$ cat src/design/tcf_pkg.sv
`timescale 1ns / 1ps
// ----------------------------------------------------------------------------
// tcf_pkg: shared types and constants
// Payload words, controller commands and the CORDIC arctangent table.
// ----------------------------------------------------------------------------
package tcf_pkg;

  typedef struct packed {
    logic signed [15:0] accel_x;
    logic signed [15:0] accel_y;
    logic signed [15:0] accel_z;
    logic signed [15:0] gyro_x;
    logic signed [15:0] gyro_y;
    logic signed [15:0] gyro_z;
  } tcf_in_t;

  typedef struct packed {
    logic signed [31:0] pitch_angle;
    logic signed [31:0] roll_angle;
    logic signed [31:0] vertical_accel;
    logic signed [31:0] pitch_rate;
    logic signed [31:0] yaw_rate;
  } tcf_out_t;

  localparam int AtanEntries = 24;
  localparam int IdxW        = 5;
  localparam int CfgIdxW     = 8;

  localparam logic [CfgIdxW-1:0] REG_GYRO_GAIN     = 8'd0;
  localparam logic [CfgIdxW-1:0] REG_ACCEL_GAIN    = 8'd1;
  localparam logic [CfgIdxW-1:0] REG_BLEND_ALPHA   = 8'd2;
  localparam logic [CfgIdxW-1:0] REG_SAMPLE_PERIOD = 8'd3;

  typedef enum logic [4:0] {
    OP_NONE, OP_LOAD, OP_ITER, OP_ROLL_END, OP_PITCH_INIT, OP_PITCH_END,
    OP_RATE_GY, OP_RATE_GZ, OP_RATE_AZ, OP_INTEG_P, OP_INTEG_R,
    OP_BLEND_P1, OP_BLEND_P2, OP_BLEND_R1, OP_BLEND_R2, OP_FINISH
  } tcf_op_t;

  typedef struct packed {
    tcf_op_t         op;
    logic [IdxW-1:0] idx;
  } tcf_cmd_t;

  function automatic logic [15:0] atan_q16(input logic [IdxW-1:0] i);
    logic [15:0] v;
    case (i)
      5'd0:  v = 16'd51472;
      5'd1:  v = 16'd30386;
      5'd2:  v = 16'd16055;
      5'd3:  v = 16'd8150;
      5'd4:  v = 16'd4091;
      5'd5:  v = 16'd2047;
      5'd6:  v = 16'd1024;
      5'd7:  v = 16'd512;
      5'd8:  v = 16'd256;
      5'd9:  v = 16'd128;
      5'd10: v = 16'd64;
      5'd11: v = 16'd32;
      5'd12: v = 16'd16;
      5'd13: v = 16'd8;
      5'd14: v = 16'd4;
      5'd15: v = 16'd2;
      5'd16: v = 16'd1;
      default: v = 16'd0;
    endcase
    return v;
  endfunction

endpackage

$ cat src/design/tcf_ctrl.sv
`timescale 1ns / 1ps
// ----------------------------------------------------------------------------
// tcf_ctrl: sequencer
// Steps the datapath through both CORDIC passes and the filter update.
// ----------------------------------------------------------------------------
module tcf_ctrl #(
  parameter int CORDIC_STEPS = 16
) (
  input  logic              clk,
  input  logic              rst_n,
  input  logic              in_valid,
  output logic              in_ready,
  output logic              out_valid,
  input  logic              out_ready,
  output tcf_pkg::tcf_cmd_t cmd
);
  import tcf_pkg::*;

  localparam int NSteps = (CORDIC_STEPS < AtanEntries) ? CORDIC_STEPS : AtanEntries;
  localparam logic [IdxW-1:0] LastIdx = IdxW'(NSteps - 1);

  typedef enum logic [4:0] {
    S_IDLE, S_ROLL, S_ROLL_END, S_PITCH_INIT, S_PITCH, S_PITCH_END,
    S_RATE_GY, S_RATE_GZ, S_RATE_AZ, S_INTEG_P, S_INTEG_R,
    S_BLEND_P1, S_BLEND_P2, S_BLEND_R1, S_BLEND_R2, S_FINISH
  } state_t;

  state_t          state_r, state_nxt;
  logic [IdxW-1:0] idx_r, idx_nxt;
  logic            out_valid_r, out_valid_nxt;
  logic            fire;

  always_comb begin
    state_nxt     = state_r;
    idx_nxt       = idx_r;
    out_valid_nxt = out_valid_r && !out_ready;
    fire          = !out_valid_r || out_ready;
    cmd.op        = OP_NONE;
    cmd.idx       = idx_r;
    unique case (state_r)
      S_IDLE: if (in_valid) begin
        cmd.op    = OP_LOAD;
        idx_nxt   = '0;
        state_nxt = S_ROLL;
      end
      S_ROLL: begin
        cmd.op  = OP_ITER;
        idx_nxt = idx_r + 1'b1;
        if (idx_r == LastIdx) state_nxt = S_ROLL_END;
      end
      S_ROLL_END:   begin cmd.op = OP_ROLL_END;   state_nxt = S_PITCH_INIT; end
      S_PITCH_INIT: begin
        cmd.op    = OP_PITCH_INIT;
        idx_nxt   = '0;
        state_nxt = S_PITCH;
      end
      S_PITCH: begin
        cmd.op  = OP_ITER;
        idx_nxt = idx_r + 1'b1;
        if (idx_r == LastIdx) state_nxt = S_PITCH_END;
      end
      S_PITCH_END:  begin cmd.op = OP_PITCH_END;  state_nxt = S_RATE_GY;  end
      S_RATE_GY:    begin cmd.op = OP_RATE_GY;    state_nxt = S_RATE_GZ;  end
      S_RATE_GZ:    begin cmd.op = OP_RATE_GZ;    state_nxt = S_RATE_AZ;  end
      S_RATE_AZ:    begin cmd.op = OP_RATE_AZ;    state_nxt = S_INTEG_P;  end
      S_INTEG_P:    begin cmd.op = OP_INTEG_P;    state_nxt = S_INTEG_R;  end
      S_INTEG_R:    begin cmd.op = OP_INTEG_R;    state_nxt = S_BLEND_P1; end
      S_BLEND_P1:   begin cmd.op = OP_BLEND_P1;   state_nxt = S_BLEND_P2; end
      S_BLEND_P2:   begin cmd.op = OP_BLEND_P2;   state_nxt = S_BLEND_R1; end
      S_BLEND_R1:   begin cmd.op = OP_BLEND_R1;   state_nxt = S_BLEND_R2; end
      S_BLEND_R2:   begin cmd.op = OP_BLEND_R2;   state_nxt = S_FINISH;   end
      S_FINISH: if (fire) begin
        cmd.op        = OP_FINISH;
        out_valid_nxt = 1'b1;
        state_nxt     = S_IDLE;
      end
      default: state_nxt = S_IDLE;
    endcase
  end

  always_ff @(posedge clk) begin
    if (!rst_n) begin
      state_r     <= S_IDLE;
      idx_r       <= '0;
      out_valid_r <= 1'b0;
    end else begin
      state_r     <= state_nxt;
      idx_r       <= idx_nxt;
      out_valid_r <= out_valid_nxt;
    end
  end

  assign in_ready  = (state_r == S_IDLE);
  assign out_valid = out_valid_r;

endmodule

$ cat config.mk
export PLATFORM = sky130hd
export DESIGN_NAME = tcf_ctrl
export DESIGN_NICKNAME = d
export VERILOG_FILES = /design/src/design/tcf_pkg.sv /design/src/design/tcf_ctrl.sv
export SDC_FILE = /design/constraint.sdc
export NUM_CORES = 1
export LEC_CHECK = 0
export BUFFER_PORTS_ARGS = -buffer_cell sky130_fd_sc_hd__buf_4
export CAP_MARGIN = 10
export CORE_MARGIN = 5
export CORE_UTILIZATION = 35
export CTS_CLUSTER_DIAMETER = 50
export DETAILED_ROUTE_END_ITERATION = 7
export SLEW_MARGIN = 20
export SYNTH_ARGS = -nofsm -noshare
export SYNTH_HDL_FRONTEND = slang
export SYNTH_SLANG_ARGS = --single-unit
$ cat constraint.sdc
create_clock -name clk -period 3.9 [get_ports clk]
set_clock_uncertainty 0.05 [all_clocks]
set_input_delay 1.17 -clock clk [delete_from_list [all_inputs] [get_ports clk]]
set_output_delay 1.17 -clock clk [all_outputs]
set_load 0.05 [all_outputs]
==> qor.txt <==
outcome - finished, final reports clean
share of power burned in the clock network - 38.5%
net switching component of the power - 0.0677 mW
Clock transition at path regs - 0.06 ns
number of nets in the synthesized netlist - 94
NumNets Final - 105
layout cell share with drive strength beyond 1 - 18.4%
max-capacitance violation count - 0
worst-case vdd ir drop - 0.240 mV
vias per cell - 5.25
commonest cells after routing, fill and taps aside - sky130_fd_sc_hd__buf_4, sky130_fd_sc_hd__a21oi_1, sky130_fd_sc_hd__o21ai_0, sky130_fd_sc_hd__dfxtp_1, sky130_fd_sc_hd__inv_1
Setup TNS - 0 ns
number of hold-slack violations in the final timing report - 0
most frequent standard cell in the layout excluding fill and tap cells - sky130_fd_sc_hd__buf_4
placer's final routability congestion estimate - 0.783
largest net degree at the start of global routing - 22
Detailed Routing Iterations Pass 1 - 4
post-synth top area cell - sky130_fd_sc_hd__dfxtp_1
via count of the first global-routing pass - 570
Worst path slowest cell - sky130_fd_sc_hd__a22o_1
sort of element at the start of the critical path - input port
Worst Hold Slack - 0.446 ns
htree depth - 1
worst skew pair latency - 0.27 ns
maximum fanout encountered on the critical timing path - 3
Die Ht - 52.6 µm
DRC violations left - 0
power density normalized to cell area - 313 nW/µm²
I/O Buffers - 14
setup repair after global routing missed its margin - no
standard-cell row count - 15
number of clock buffers inserted by TritonCTS - 3
final clock period utilization by the worst path - 84.7%
first-pass GRT wire length - 2540 µm
number of endpoints failing setup at the final stage - 0
worst setup path class - in -> out
kind of capture point of the worst setup path - primary output
core region area - 1730 µm²
Detailed Route Iter0 Violations - 15
quantity of hold-fixing buffers added after cts - 0
Setup Fix Bufs, Post-CTS - 0
cell area after technology mapping - 634 µm²
warning count from the yosys run - 0
number of cells produced by synthesis - 88
EDFF count, synth - 0
width of the die - 52.6 µm
effective utilization at floorplan - 36.7%
number of synthesized register bits - 10
required time worst endpoint - 2.68 ns
class of the most critical hold timing path - reg -> reg
measured slew at the worst slew-check pin - 0.595 ns
number of routed nets with antenna violations - 0
clock tree from TritonCTS - yes
part of the total power dissipated in combinational logic - 16.6%
final critical path time including I/O delays and setup - 3.31 ns
register share of total power - 45.0%
highest clock frequency the design can meet - 303 MHz
flip-flop cell with the highest count after synthesis - sky130_fd_sc_hd__dfxtp_1
cell types with the largest area share after synthesis - sky130_fd_sc_hd__dfxtp_1, sky130_fd_sc_hd__a21oi_1, sky130_fd_sc_hd__o21ai_0
Overall Global Routing Usage - 12.4%
Synth Area per Inst - 7.21 µm²
Clk Tree Root Cell - sky130_fd_sc_hd__clkbuf_4
leakage - 0.314 nW
share of flip-flops with an asynchronous set or reset after synthesis - 0%
Cell Chain, Critical Path - buf_4 > nand3b_1 > nand2_1 > a22o_1 > a22oi_1 > buf_4
via count - 646
Filler Cell Count - 190
Pins Over Slew Limit - 0
critical path data arrival time - 2.09 ns
fraction of post-synthesis cell area in the top cell type by area - 31.6%
final antenna diode count - 0
Clock Sinks - 10
sequential element share of the synthesized area - 31.6%
top-level port count - 16
total congestion overflow - 0
Die Area - 2760 µm²
distinct cell type count after synthesis - 30
net switching share of the total power - 28.0%
internal power - 0.174 mW
post-CTS resize count - 0
Total Wirelength - 1470 µm
post-layout power - 0.242 mW
routed len/inst - 11.9 µm
initial antenna violation count - 0
normalized max-slew margin - 60.3%
most repeated library cell on the critical path - sky130_fd_sc_hd__buf_4
growth of design area from synthesis to finish - 21.9%
clk buf depth - 2
largest incremental delay on the critical path - 0.24 ns
through the flow:
| step | util (%) | setup WS [ns] | std cells | area [µm²] |
|---|---|---|---|---|
| CTS | 44.8 | 0.592 | 123 | 773 |
| global route | 44.8 | 0.477 | 123 | 773 |
| detailed placement | 42.7 | 0.593 | 119 | 737 |
| floorplan | - | 0.0278 | 88 | 634 |
| global placement | 42.7 | 0.593 | 119 | 737 |
| finish | 44.8 | 0.595 | 123 | 773 |
power groups by stage:
stage                     sequential, mW  clock, mW  combinational [mW]
after floorplan                    0.113          0              0.0269
after global placement             0.111          0              0.0398
after detailed placement           0.111          0              0.0399
after CTS                          0.109     0.0955              0.0401
after global routing               0.110      0.103              0.0433
final                              0.109     0.0931              0.0401
layer usage:
layer	wire length (µm)	up-vias	part of all wire (%)	track usage, %
met5	0	-	0	0
met4	5	0	0.34	2.55
met3	81	2	5.5	5.98
met2	638	13	43	17.8
met1	743	298	51	16.8
li1	-	333	-	-
logic make-up (layout without fill, tap and decap cells):
logic type | count (synthesis) | after routing | share of synthesized area [%]
compound gates | 31 | 31 | 28.6
xor+xnor | 1 | 1 | 1.38
fa+ha+maj | 2 | 2 | 3.94
buf+inv | 15 | 25 | 9.47
flops | 10 | 10 | 31.6
other cells | 1 | 1 | 0.591
simple gates | 28 | 28 | 24.5
critical path: cells and delay by family:
kind,cells,cell delay [ns]
and+or+nand+nor,2,0.20
AOI/OAI and AO/OA,2,0.41
buffers and inverters,2,0.30
sequential cells by signal (all words and copies together) (netlist names):
name	flops
idx_r	5
out_valid	1
state_r	4
final timing paths:
| path | from | to | slack, ns | cells after the start |
|---|---|---|---|---|
| worst min-delay path | idx_r[3] | idx_r[3] | 0.45 | 2 |
| worst min register to register | idx_r[3] | idx_r[3] | 0.45 | 2 |
| worst max-delay path | out_ready | cmd[6] | 0.59 | 6 |
| worst max register to register | state_r[2] | idx_r[3] | 2.06 | 4 |
Yosys cell counts, types with 2 or more instances:
cell type,number
sky130_fd_sc_hd__a21oi_1,12
sky130_fd_sc_hd__and3_1,4
sky130_fd_sc_hd__clkbuf_1,7
sky130_fd_sc_hd__dfxtp_1,10
sky130_fd_sc_hd__ha_1,2
sky130_fd_sc_hd__inv_1,7
sky130_fd_sc_hd__nand2_1,6
sky130_fd_sc_hd__nor2_1,4
sky130_fd_sc_hd__nor3_1,2
sky130_fd_sc_hd__nor4_1,2
sky130_fd_sc_hd__o21ai_0,10
sky130_fd_sc_hd__o31ai_1,2
sky130_fd_sc_hd__or4_1,3
layout make-up:
type	instances	area (µm²)	share of cell area, %
Sequential cell	10	200	25.9
Multi-Input combinational cell	63	374	48.4
Timing Repair Buffer	14	105	13.6
Tap cell	25	31.3	4.05
Clock buffer	4	36.3	4.69
Inverter	7	26.3	3.40
No activity file was read; power rests on OpenSTA's default activity.
